File: src/rtl/pcg_pkg.sv
`timescale 1ns / 1ps

package pcg_pkg;

  localparam logic [63:0] LCG_MULT = 64'd6364136223846793005;
  localparam logic [31:0] MULT_LO  = LCG_MULT[31:0];
  localparam logic [31:0] MULT_HI  = LCG_MULT[63:32];
  // Dividend for the rejection threshold, 2^32.
  localparam logic [32:0] TWO_POW_32 = 33'h1_0000_0000;
  localparam logic [31:0] SPAN_FULL  = 32'hFFFF_FFFF;
  localparam logic [5:0]  DIV_STEPS  = 6'd33;

  typedef enum logic [2:0] {
    CMD_SEED     = 3'd0,
    CMD_RESTORE  = 3'd1,
    CMD_WORD     = 3'd2,
    CMD_RANGE    = 3'd3,
    CMD_FRACTION = 3'd4
  } cmd_e;

  typedef enum logic {
    CFG_SEED   = 1'b0,
    CFG_STREAM = 1'b1
  } cfg_idx_e;

  typedef enum logic [2:0] {
    RES_WORD,
    RES_RANGE_LOW,
    RES_RANGE_RAW,
    RES_RANGE_MOD,
    RES_FRACTION
  } res_sel_e;

  typedef struct packed {
    logic [2:0]         cmd;
    logic signed [31:0] range_low;
    logic signed [31:0] range_high;
    logic [63:0]        restore_state;
    logic [63:0]        restore_increment;
  } item_t;

  typedef struct packed {
    logic [31:0]        word_draw;
    logic signed [31:0] range_value;
    logic [52:0]        fraction_bits;
  } result_t;

  // Commands from the controller to the datapath.
  typedef struct packed {
    logic     latch_item;
    logic     load_seed;
    logic     add_seed;
    logic     load_restore;
    logic     adv_start;
    logic     div_start;
    logic     div_limit;
    logic     cap_frac;
    logic     res_valid;
    res_sel_e res_sel;
  } ctrl_cmd_t;

  // Status from the datapath to the controller.
  typedef struct packed {
    logic [2:0] cmd;
    logic       range_empty;
    logic       range_full;
    logic       below_limit;
    logic       adv_done;
    logic       div_done;
  } dp_status_t;

  // XSH-RR output permutation of a 64-bit state.
  function automatic logic [31:0] mix_out(input logic [63:0] s);
    logic [63:0] xs;
    logic [31:0] x;
    logic [63:0] rot;
    xs  = (s >> 18) ^ s;
    x   = xs[58:27];
    rot = {x, x} >> s[63:59];
    return rot[31:0];
  endfunction

endpackage

File: src/rtl/pcg_ctrl.sv
`timescale 1ns / 1ps

module pcg_ctrl (
  input  logic                clk_i,
  input  logic                rst_ni,
  input  logic                start,
  input  pcg_pkg::dp_status_t status_i,
  output pcg_pkg::ctrl_cmd_t  ctrl_o,
  output logic                busy
);
  import pcg_pkg::*;

  typedef enum logic [3:0] {
    ST_IDLE,
    ST_DECODE,
    ST_SEED_KICK1,
    ST_SEED_ADV1,
    ST_SEED_ADD,
    ST_SEED_KICK2,
    ST_SEED_ADV2,
    ST_WORD,
    ST_RAW,
    ST_LIMIT,
    ST_DRAW,
    ST_REDRAW,
    ST_MOD,
    ST_FRAC_A,
    ST_FRAC_KICK,
    ST_FRAC_B
  } state_e;

  state_e state_q, state_d;
  logic   busy_q;

  always_comb begin
    ctrl_o  = '0;
    ctrl_o.res_sel = RES_WORD;
    state_d = state_q;
    case (state_q)
      ST_IDLE: begin
        if (start) begin
          ctrl_o.latch_item = 1'b1;
          state_d = ST_DECODE;
        end
      end
      ST_DECODE: begin
        case (cmd_e'(status_i.cmd))
          CMD_SEED: begin
            ctrl_o.load_seed = 1'b1;
            state_d = ST_SEED_KICK1;
          end
          CMD_RESTORE: begin
            ctrl_o.load_restore = 1'b1;
            state_d = ST_IDLE;
          end
          CMD_WORD: begin
            ctrl_o.adv_start = 1'b1;
            state_d = ST_WORD;
          end
          CMD_RANGE: begin
            if (status_i.range_empty) begin
              ctrl_o.res_valid = 1'b1;
              ctrl_o.res_sel   = RES_RANGE_LOW;
              state_d = ST_IDLE;
            end else if (status_i.range_full) begin
              ctrl_o.adv_start = 1'b1;
              state_d = ST_RAW;
            end else begin
              ctrl_o.div_start = 1'b1;
              ctrl_o.div_limit = 1'b1;
              state_d = ST_LIMIT;
            end
          end
          CMD_FRACTION: begin
            ctrl_o.adv_start = 1'b1;
            state_d = ST_FRAC_A;
          end
          default: state_d = ST_IDLE;
        endcase
      end
      ST_SEED_KICK1: begin
        ctrl_o.adv_start = 1'b1;
        state_d = ST_SEED_ADV1;
      end
      ST_SEED_ADV1: begin
        if (status_i.adv_done) state_d = ST_SEED_ADD;
      end
      ST_SEED_ADD: begin
        ctrl_o.add_seed = 1'b1;
        state_d = ST_SEED_KICK2;
      end
      ST_SEED_KICK2: begin
        ctrl_o.adv_start = 1'b1;
        state_d = ST_SEED_ADV2;
      end
      ST_SEED_ADV2: begin
        if (status_i.adv_done) state_d = ST_IDLE;
      end
      ST_WORD: begin
        if (status_i.adv_done) begin
          ctrl_o.res_valid = 1'b1;
          ctrl_o.res_sel   = RES_WORD;
          state_d = ST_IDLE;
        end
      end
      ST_RAW: begin
        if (status_i.adv_done) begin
          ctrl_o.res_valid = 1'b1;
          ctrl_o.res_sel   = RES_RANGE_RAW;
          state_d = ST_IDLE;
        end
      end
      ST_LIMIT: begin
        if (status_i.div_done) begin
          ctrl_o.adv_start = 1'b1;
          state_d = ST_DRAW;
        end
      end
      ST_DRAW: begin
        if (status_i.adv_done) begin
          if (status_i.below_limit) begin
            state_d = ST_REDRAW;
          end else begin
            ctrl_o.div_start = 1'b1;
            state_d = ST_MOD;
          end
        end
      end
      // The next step must start from the state that the last step wrote.
      ST_REDRAW: begin
        ctrl_o.adv_start = 1'b1;
        state_d = ST_DRAW;
      end
      ST_MOD: begin
        if (status_i.div_done) begin
          ctrl_o.res_valid = 1'b1;
          ctrl_o.res_sel   = RES_RANGE_MOD;
          state_d = ST_IDLE;
        end
      end
      ST_FRAC_A: begin
        if (status_i.adv_done) begin
          ctrl_o.cap_frac = 1'b1;
          state_d = ST_FRAC_KICK;
        end
      end
      ST_FRAC_KICK: begin
        ctrl_o.adv_start = 1'b1;
        state_d = ST_FRAC_B;
      end
      ST_FRAC_B: begin
        if (status_i.adv_done) begin
          ctrl_o.res_valid = 1'b1;
          ctrl_o.res_sel   = RES_FRACTION;
          state_d = ST_IDLE;
        end
      end
      default: state_d = ST_IDLE;
    endcase
  end

  always_ff @(posedge clk_i or negedge rst_ni) begin
    if (!rst_ni) begin
      state_q <= ST_IDLE;
      busy_q  <= 1'b0;
    end else begin
      state_q <= state_d;
      busy_q  <= (state_d != ST_IDLE);
    end
  end

  assign busy = busy_q;

endmodule

File: src/rtl/pcg_dp.sv
`timescale 1ns / 1ps

module pcg_dp (
  input  logic                clk_i,
  input  logic                rst_ni,
  input  pcg_pkg::item_t      item_i,
  input  logic                cfg_we_i,
  input  logic                cfg_index_i,
  input  logic [63:0]         cfg_data_i,
  input  pcg_pkg::ctrl_cmd_t  ctrl_i,
  output pcg_pkg::dp_status_t status_o,
  output logic                result_valid_o,
  output pcg_pkg::result_t    result_o
);
  import pcg_pkg::*;

  item_t       item_q;
  logic [63:0] state_q, inc_q, seed_q;
  logic [62:0] stream_q;

  // LCG step engine: three 32x32 partial products, then the increment add.
  logic        adv_act_q;
  logic [1:0]  adv_cnt_q;
  logic [63:0] acc_q;
  logic [31:0] draw_q;
  logic [31:0] mul_a, mul_b;
  logic [63:0] prod;
  logic        adv_done;

  // Restoring remainder unit, one bit per cycle.
  logic        div_act_q, div_done_q, div_lim_q;
  logic [5:0]  div_cnt_q;
  logic [32:0] dvd_q;
  logic [31:0] rem_q, limit_q;
  logic [31:0] span, count;
  logic [32:0] trial;
  logic        trial_ge;

  logic [26:0] frac_a_q;
  logic        res_valid_q;
  result_t     res_q, res_d;

  assign mul_a    = (adv_cnt_q == 2'd1) ? state_q[63:32] : state_q[31:0];
  assign mul_b    = (adv_cnt_q == 2'd2) ? MULT_HI : MULT_LO;
  assign prod     = mul_a * mul_b;
  assign adv_done = adv_act_q && (adv_cnt_q == 2'd3);

  assign span     = item_q.range_high - item_q.range_low;
  assign count    = span + 32'd1;
  assign trial    = {rem_q, dvd_q[32]};
  assign trial_ge = (trial >= {1'b0, count});

  always_ff @(posedge clk_i or negedge rst_ni) begin
    if (!rst_ni) begin
      state_q     <= 64'd0;
      inc_q       <= 64'd1;
      seed_q      <= 64'd0;
      stream_q    <= 63'd0;
      adv_act_q   <= 1'b0;
      adv_cnt_q   <= 2'd0;
      div_act_q   <= 1'b0;
      div_done_q  <= 1'b0;
      div_cnt_q   <= 6'd0;
      res_valid_q <= 1'b0;
    end else begin
      if (cfg_we_i) begin
        case (cfg_idx_e'(cfg_index_i))
          CFG_SEED:   seed_q   <= cfg_data_i;
          CFG_STREAM: stream_q <= cfg_data_i[62:0];
          default: ;
        endcase
      end

      if (ctrl_i.load_seed) begin
        state_q <= 64'd0;
        inc_q   <= {stream_q, 1'b1};
      end else if (ctrl_i.add_seed) begin
        state_q <= state_q + seed_q;
      end else if (ctrl_i.load_restore) begin
        state_q <= item_q.restore_state;
        inc_q   <= {item_q.restore_increment[63:1], 1'b1};
      end else if (adv_done) begin
        state_q <= acc_q + inc_q;
      end

      if (ctrl_i.adv_start) begin
        adv_act_q <= 1'b1;
        adv_cnt_q <= 2'd1;
      end else if (adv_act_q) begin
        adv_cnt_q <= adv_cnt_q + 2'd1;
        if (adv_done) adv_act_q <= 1'b0;
      end

      div_done_q <= div_act_q && (div_cnt_q == 6'd1);
      if (ctrl_i.div_start) begin
        div_act_q <= 1'b1;
        div_cnt_q <= DIV_STEPS;
      end else if (div_act_q) begin
        div_cnt_q <= div_cnt_q - 6'd1;
        if (div_cnt_q == 6'd1) div_act_q <= 1'b0;
      end

      res_valid_q <= ctrl_i.res_valid;
    end
  end

  always_ff @(posedge clk_i) begin
    if (ctrl_i.latch_item) item_q <= item_i;

    if (ctrl_i.adv_start) begin
      draw_q <= mix_out(state_q);
      acc_q  <= prod;
    end else if (adv_act_q && !adv_done) begin
      acc_q[63:32] <= acc_q[63:32] + prod[31:0];
    end

    if (ctrl_i.div_start) begin
      dvd_q     <= ctrl_i.div_limit ? TWO_POW_32 : {1'b0, draw_q};
      rem_q     <= 32'd0;
      div_lim_q <= ctrl_i.div_limit;
    end else if (div_act_q) begin
      dvd_q <= {dvd_q[31:0], 1'b0};
      rem_q <= trial_ge ? 32'(trial - {1'b0, count}) : trial[31:0];
    end

    if (div_done_q && div_lim_q) limit_q <= rem_q;
    if (ctrl_i.cap_frac) frac_a_q <= draw_q[31:5];
    if (ctrl_i.res_valid) res_q <= res_d;
  end

  always_comb begin
    res_d = '0;
    case (ctrl_i.res_sel)
      RES_WORD:      res_d.word_draw     = draw_q;
      RES_RANGE_LOW: res_d.range_value   = item_q.range_low;
      RES_RANGE_RAW: res_d.range_value   = $signed(draw_q);
      RES_RANGE_MOD: res_d.range_value   = item_q.range_low + $signed(rem_q);
      RES_FRACTION:  res_d.fraction_bits = {frac_a_q, draw_q[31:6]};
      default:       res_d = '0;
    endcase
  end

  assign status_o.cmd         = item_q.cmd;
  assign status_o.range_empty = (item_q.range_high <= item_q.range_low);
  assign status_o.range_full  = (span == SPAN_FULL);
  assign status_o.below_limit = (draw_q < limit_q);
  assign status_o.adv_done    = adv_done;
  assign status_o.div_done    = div_done_q;

  assign result_valid_o = res_valid_q;
  assign result_o       = res_q;

endmodule

File: src/rtl/pcg32_random_generator.sv
`timescale 1ns / 1ps

// PCG-XSH-RR 64/32 random generator. An item is taken at a rising clock edge
// where start is high and busy is low; busy then stays high until the command
// has finished. Draw commands deliver exactly one result, shown on result_o
// for a single cycle while result_valid_o is high. The receiver cannot stall
// the block, so it must capture the result in that cycle. Seed, restore and
// unknown commands give no result. Each LCG step runs on one shared 32x32
// multiplier. A range draw with an empty, inverted or full-span range needs
// no division; any other range draw runs the threshold division, one step
// per draw including each rejected one, and the final modulo.
// Configuration writes go through cfg_we_i, cfg_index_i and cfg_data_i and
// must only be issued while busy is low.
module pcg32_random_generator (
  input  logic              clk_i,
  input  logic              rst_ni,
  input  logic              start,
  output logic              busy,
  input  pcg_pkg::item_t    item_i,
  input  logic              cfg_we_i,
  input  logic              cfg_index_i,
  input  logic [63:0]       cfg_data_i,
  output logic              result_valid_o,
  output pcg_pkg::result_t  result_o
);
  import pcg_pkg::*;

  ctrl_cmd_t  ctrl;
  dp_status_t status;

  // Sequencer: decodes the command and walks the step and divide phases.
  pcg_ctrl u_ctrl (
    .clk_i    (clk_i),
    .rst_ni   (rst_ni),
    .start    (start),
    .status_i (status),
    .ctrl_o   (ctrl),
    .busy     (busy)
  );

  // Datapath: generator state, step engine, remainder unit, result register.
  pcg_dp u_dp (
    .clk_i          (clk_i),
    .rst_ni         (rst_ni),
    .item_i         (item_i),
    .cfg_we_i       (cfg_we_i),
    .cfg_index_i    (cfg_index_i),
    .cfg_data_i     (cfg_data_i),
    .ctrl_i         (ctrl),
    .status_o       (status),
    .result_valid_o (result_valid_o),
    .result_o       (result_o)
  );

endmodule

File: config.mk
export PLATFORM = sky130hd
export DESIGN_NAME = pcg32_random_generator
export DESIGN_NICKNAME = d
export VERILOG_FILES = /design/src/rtl/pcg_pkg.sv /design/src/rtl/pcg_ctrl.sv /design/src/rtl/pcg_dp.sv /design/src/rtl/pcg32_random_generator.sv
export SDC_FILE = /design/constraint.sdc
export NUM_CORES = 2
export LEC_CHECK = 0
export ABC_AREA = 1
export BUFFER_PORTS_ARGS = -buffer_cell sky130_fd_sc_hd__clkbuf_2
export CAP_MARGIN = 5
export CORE_ASPECT_RATIO = 0.5
export CORE_UTILIZATION = 50
export DETAILED_ROUTE_END_ITERATION = 8
export PLACE_DENSITY = 0.67
export SLEW_MARGIN = 20
export SYNTH_ARGS = -nofsm -noshare
export SYNTH_HDL_FRONTEND = slang
export SYNTH_SLANG_ARGS = --single-unit
File: constraint.sdc
create_clock -name clk_i -period 21.5 [get_ports clk_i]
set_input_delay 4.3 -clock clk_i [delete_from_list [all_inputs] [get_ports clk_i]]
set_output_delay 4.3 -clock clk_i [all_outputs]
set_load 0.02 [all_outputs]
==> reports/summary.txt <==
result of the run -> finished clean
average via count per standard cell -> 5.77
actual slew at the worst max-slew pin -> 1250 ps
wire length of the first global-routing pass -> 442 mm
Core Util, Final -> 55.6%
Core ar. -> 147,000 um2
routed wire length -> 314 mm
fraction of layout cells with a size suffix above 1 -> 8.38%
setup repair after global routing missed its margin -> false
arrival time of data at the critical path endpoint -> 12,420 ps
weighted congestion at the end of routability-driven global placement -> 1.13
capture endpoint of the worst hold path -> u_dp.stream_q[61]
number of input and output port buffers inserted -> 381
number of instances in the synthesized netlist -> 9,011
standard-cell row count -> 99
area share of and/or/nand/nor cells after synthesis -> 17.9%
detailed-placement wirelength estimate -> 260 mm
overall die area -> 150,000 um2
crit path capture type -> flip-flop
area added between synthesis and finish -> 9.68%
register bit count reported by yosys -> 803
element type at the critical path start -> flip-flop
most frequent cell after synthesis -> sky130_fd_sc_hd__nand2_1
cell accounting for the most synthesized area -> sky130_fd_sc_hd__edfxtp_1
Maximum Capacitance Violations -> 0
multiplexer area fraction after synthesis -> 0.447%
number of cells traversed by the worst register-to-register path -> 45
die height -> 274 um
CP dominant cell by count -> sky130_fd_sc_hd__inv_1
wire length per cell -> 27.4 um
post-synth design cell area -> 74,200 um2
Final Net Count -> 10,947
slowest cell on the critical path -> sky130_fd_sc_hd__ha_1
highest clock frequency the design can meet -> 83.5 MHz
clock latency at the later pin of the worst-skew pair -> 720 ps
Sum Neg Setup Slack -> 0 ps
H-tree Lvls -> 3
predominant post-synthesis flop cell -> sky130_fd_sc_hd__edfxtp_1
Syn Area/Cell -> 8.24 um2
total count of max-transition violations in the final report -> 0
I/O pins -> 383
number of warnings issued by yosys -> 0
required time at the worst-slack endpoint -> 21,940 ps
number of design rule violations left after detail routing -> 0
worst hold stages -> 2
Post-CTS Setup Repair Bufs -> 0
number of gates resized after CTS -> 0
start-to-end type of the worst setup path -> reg2reg
routed via count -> 66,115
slew margin rel. -> 15.5%
main combinational cell family by area after synthesis -> adder cells
initial antenna violation count -> 45
min setup slack post-route -> 9520 ps
Min Clock Period, post-route -> 11,980 ps
vias in the first global route -> 62,135
most frequent cells after synthesis -> sky130_fd_sc_hd__nand2_1 (1,761), sky130_fd_sc_hd__inv_1 (1,677), sky130_fd_sc_hd__nor2_1 (805)
count of hold buffers inserted by post-cts repair -> 0
pin count of the biggest net entering global routing -> 94
worst clock skew -> 43.2 ps
crit-path max cell delay -> 690 ps
synthesized-area fraction occupied by xor and xnor cells -> 2.58%
hold violation count in the final report -> 0
final clock period utilization by the worst path -> 55.7%
worst r2r src -> u_dp.adv_cnt_q[1]
Min-Delay Startpoint -> u_dp.stream_q[61]
count of TritonRoute iterations in the first routing pass -> 6
Antenna Nets Post-Route -> 0
horizontal extent of the die -> 547 um
pre-CTS WS -> 10,020 ps
CTS tree -> done
Post-synth EDFFs -> 500
critical path fanouts, max -> 13
all-layer global routing usage -> 41.7%
number of library cell types mapped by synthesis -> 67
setup violators final -> 0
worst reg2reg setup slack -> 9520 ps
placed instance area -> 78,600 um2
maximum clock insertion buffer count -> 3
fraction of the mapped netlist area in compound gates -> 12.0%
Worst R2R End -> u_dp.acc_q[62]
clock buffers created by TritonCTS -> 80
register area share after synthesis -> 30.2%
Starting DRT DRC Count -> 7,844
Yosys top cell area share -> 20.2%
Non-Filler Cell Area, Final -> 81,400 um2
clk slew on worst S/H paths -> 80 ps
Initial Util -> 50.7%
Layout fillers -> 13,939
ranking of synthesized cells by area -> sky130_fd_sc_hd__edfxtp_1 (20%), sky130_fd_sc_hd__fa_1 (15%), sky130_fd_sc_hd__ha_1 (12%)
fraction of registers with async set or reset after synthesis -> 33.7%
leftover overflow at the end of global routing -> 0
post-synthesis share of cell area spent on full adders, half adders and majority gates -> 27.1%
Clock Sinks -> 803
root buf cell -> sky130_fd_sc_hd__clkbuf_16
Hold WC Path Type -> reg2reg
==> worst max-delay path by stage <==
stage | slack, ps | endpoint | from | cells after the start
2_1_floorplan | 5840 | u_dp.result_valid_o | u_dp.adv_cnt_q[0] | 3
3_3_place_gp | 10120 | u_dp.acc_q[62] | u_dp.adv_cnt_q[1] | 45
3_5_place_dp | 10020 | u_dp.acc_q[62] | u_dp.adv_cnt_q[1] | 46
5_1_grt | 9090 | u_dp.acc_q[62] | u_dp.adv_cnt_q[1] | 46
4_1_cts | 9970 | u_dp.acc_q[62] | u_dp.adv_cnt_q[1] | 46
6_report | 9520 | u_dp.acc_q[62] | u_dp.adv_cnt_q[1] | 45
==> final cells by class <==
type	instances	area (um2)	share of cell area (%)
flip-flops and latches	803	22400	27.6
diodes	23	57.6	0.0707
repair buffers	467	2570	3.16
clock inverters	53	607	0.745
clock buffers	97	2160	2.65
multi-input cells	6362	44800	55.0
inverters	1690	6350	7.80
well taps	1969	2460	3.03
==> registers in the layout, indices dropped and copies added, names as in the netlist, 2 cells and up <==
name            count
u_dp.inc_q         63
u_dp.status_o       3
u_dp.stream_q      63
u_dp.dvd_q         33
u_dp.seed_q        64
u_dp.frac_a_q      27
u_ctrl.state_q      4
u_dp.acc_q         64
u_dp.limit_q       32
u_dp.rem_q         32
u_dp.item_q       191
u_dp.draw_q        32
u_dp.state_q       64
u_dp.result_o     117
u_dp.div_cnt_q      6
u_dp.adv_cnt_q      2
==> worst max-delay path: cells and delay by family (launching register included) <==
kind                     cells  cell delay [ps]
adder cells (fa/ha/maj)     11             4970
AND/OR/NAND/NOR             15             2730
buffers and inverters       12             1690
AO/OA/AOI/OAI                5             1480
flip-flops                   1              420
XOR/XNOR                     2              380
==> cells in the final DEF (no fill, tap or decap), types with 17 or more instances in the layout <==
master	count
sky130_fd_sc_hd__a21boi_0	23
sky130_fd_sc_hd__a21o_1	34
sky130_fd_sc_hd__a21oi_1	454
sky130_fd_sc_hd__a21oi_2	27
sky130_fd_sc_hd__a31oi_1	47
sky130_fd_sc_hd__buf_4	85
sky130_fd_sc_hd__clkbuf_16	82
sky130_fd_sc_hd__clkbuf_2	380
sky130_fd_sc_hd__conb_1	31
sky130_fd_sc_hd__dfrtp_1	271
sky130_fd_sc_hd__dfxtp_1	32
sky130_fd_sc_hd__diode_2	23
sky130_fd_sc_hd__edfxtp_1	500
sky130_fd_sc_hd__fa_1	549
sky130_fd_sc_hd__ha_1	730
sky130_fd_sc_hd__inv_1	1675
sky130_fd_sc_hd__mux2i_1	32
sky130_fd_sc_hd__nand2_1	1759
sky130_fd_sc_hd__nand2_2	32
sky130_fd_sc_hd__nand3_1	372
sky130_fd_sc_hd__nand4_1	47
sky130_fd_sc_hd__nor2_1	799
sky130_fd_sc_hd__nor2_2	17
sky130_fd_sc_hd__nor3_1	66
sky130_fd_sc_hd__nor4_1	21
sky130_fd_sc_hd__o211ai_1	52
sky130_fd_sc_hd__o21a_1	30
sky130_fd_sc_hd__o21ai_0	741
sky130_fd_sc_hd__o21ai_1	23
sky130_fd_sc_hd__o21ai_2	22
sky130_fd_sc_hd__o21bai_1	52
sky130_fd_sc_hd__o221ai_1	32
sky130_fd_sc_hd__or2_2	46
sky130_fd_sc_hd__xnor2_1	90
sky130_fd_sc_hd__xor2_1	127
==> stage by stage <==
stage	hold slack (ps)	instances
floorplan	448	9040
global placement	461	11291
detailed placement	468	11291
CTS	484	11441
global route	508	11451
finish	476	11464
==> routing by layer <==
| layer | GRT usage, % | vias up | wire length [um] |
|---|---|---|---|
| li1 | - | 29956 | - |
| met1 | 58.0 | 31934 | 133000 |
| met2 | 56.7 | 3648 | 121000 |
| met3 | 18.2 | 533 | 46100 |
| met4 | 14.7 | 44 | 12500 |
| met5 | 3.38 | - | 944 |
==> cells by family after synthesis <==
group / Yosys count
xor+xnor: 218
other cells: 2
fa+ha+maj: 1279
compound gates: 1579
flops: 803
buf+inv: 1875
mux: 33
simple gates: 3222
Power is not shown: default switching activity piles up to over one toggle a cycle in this logic, so the estimate is an artifact.
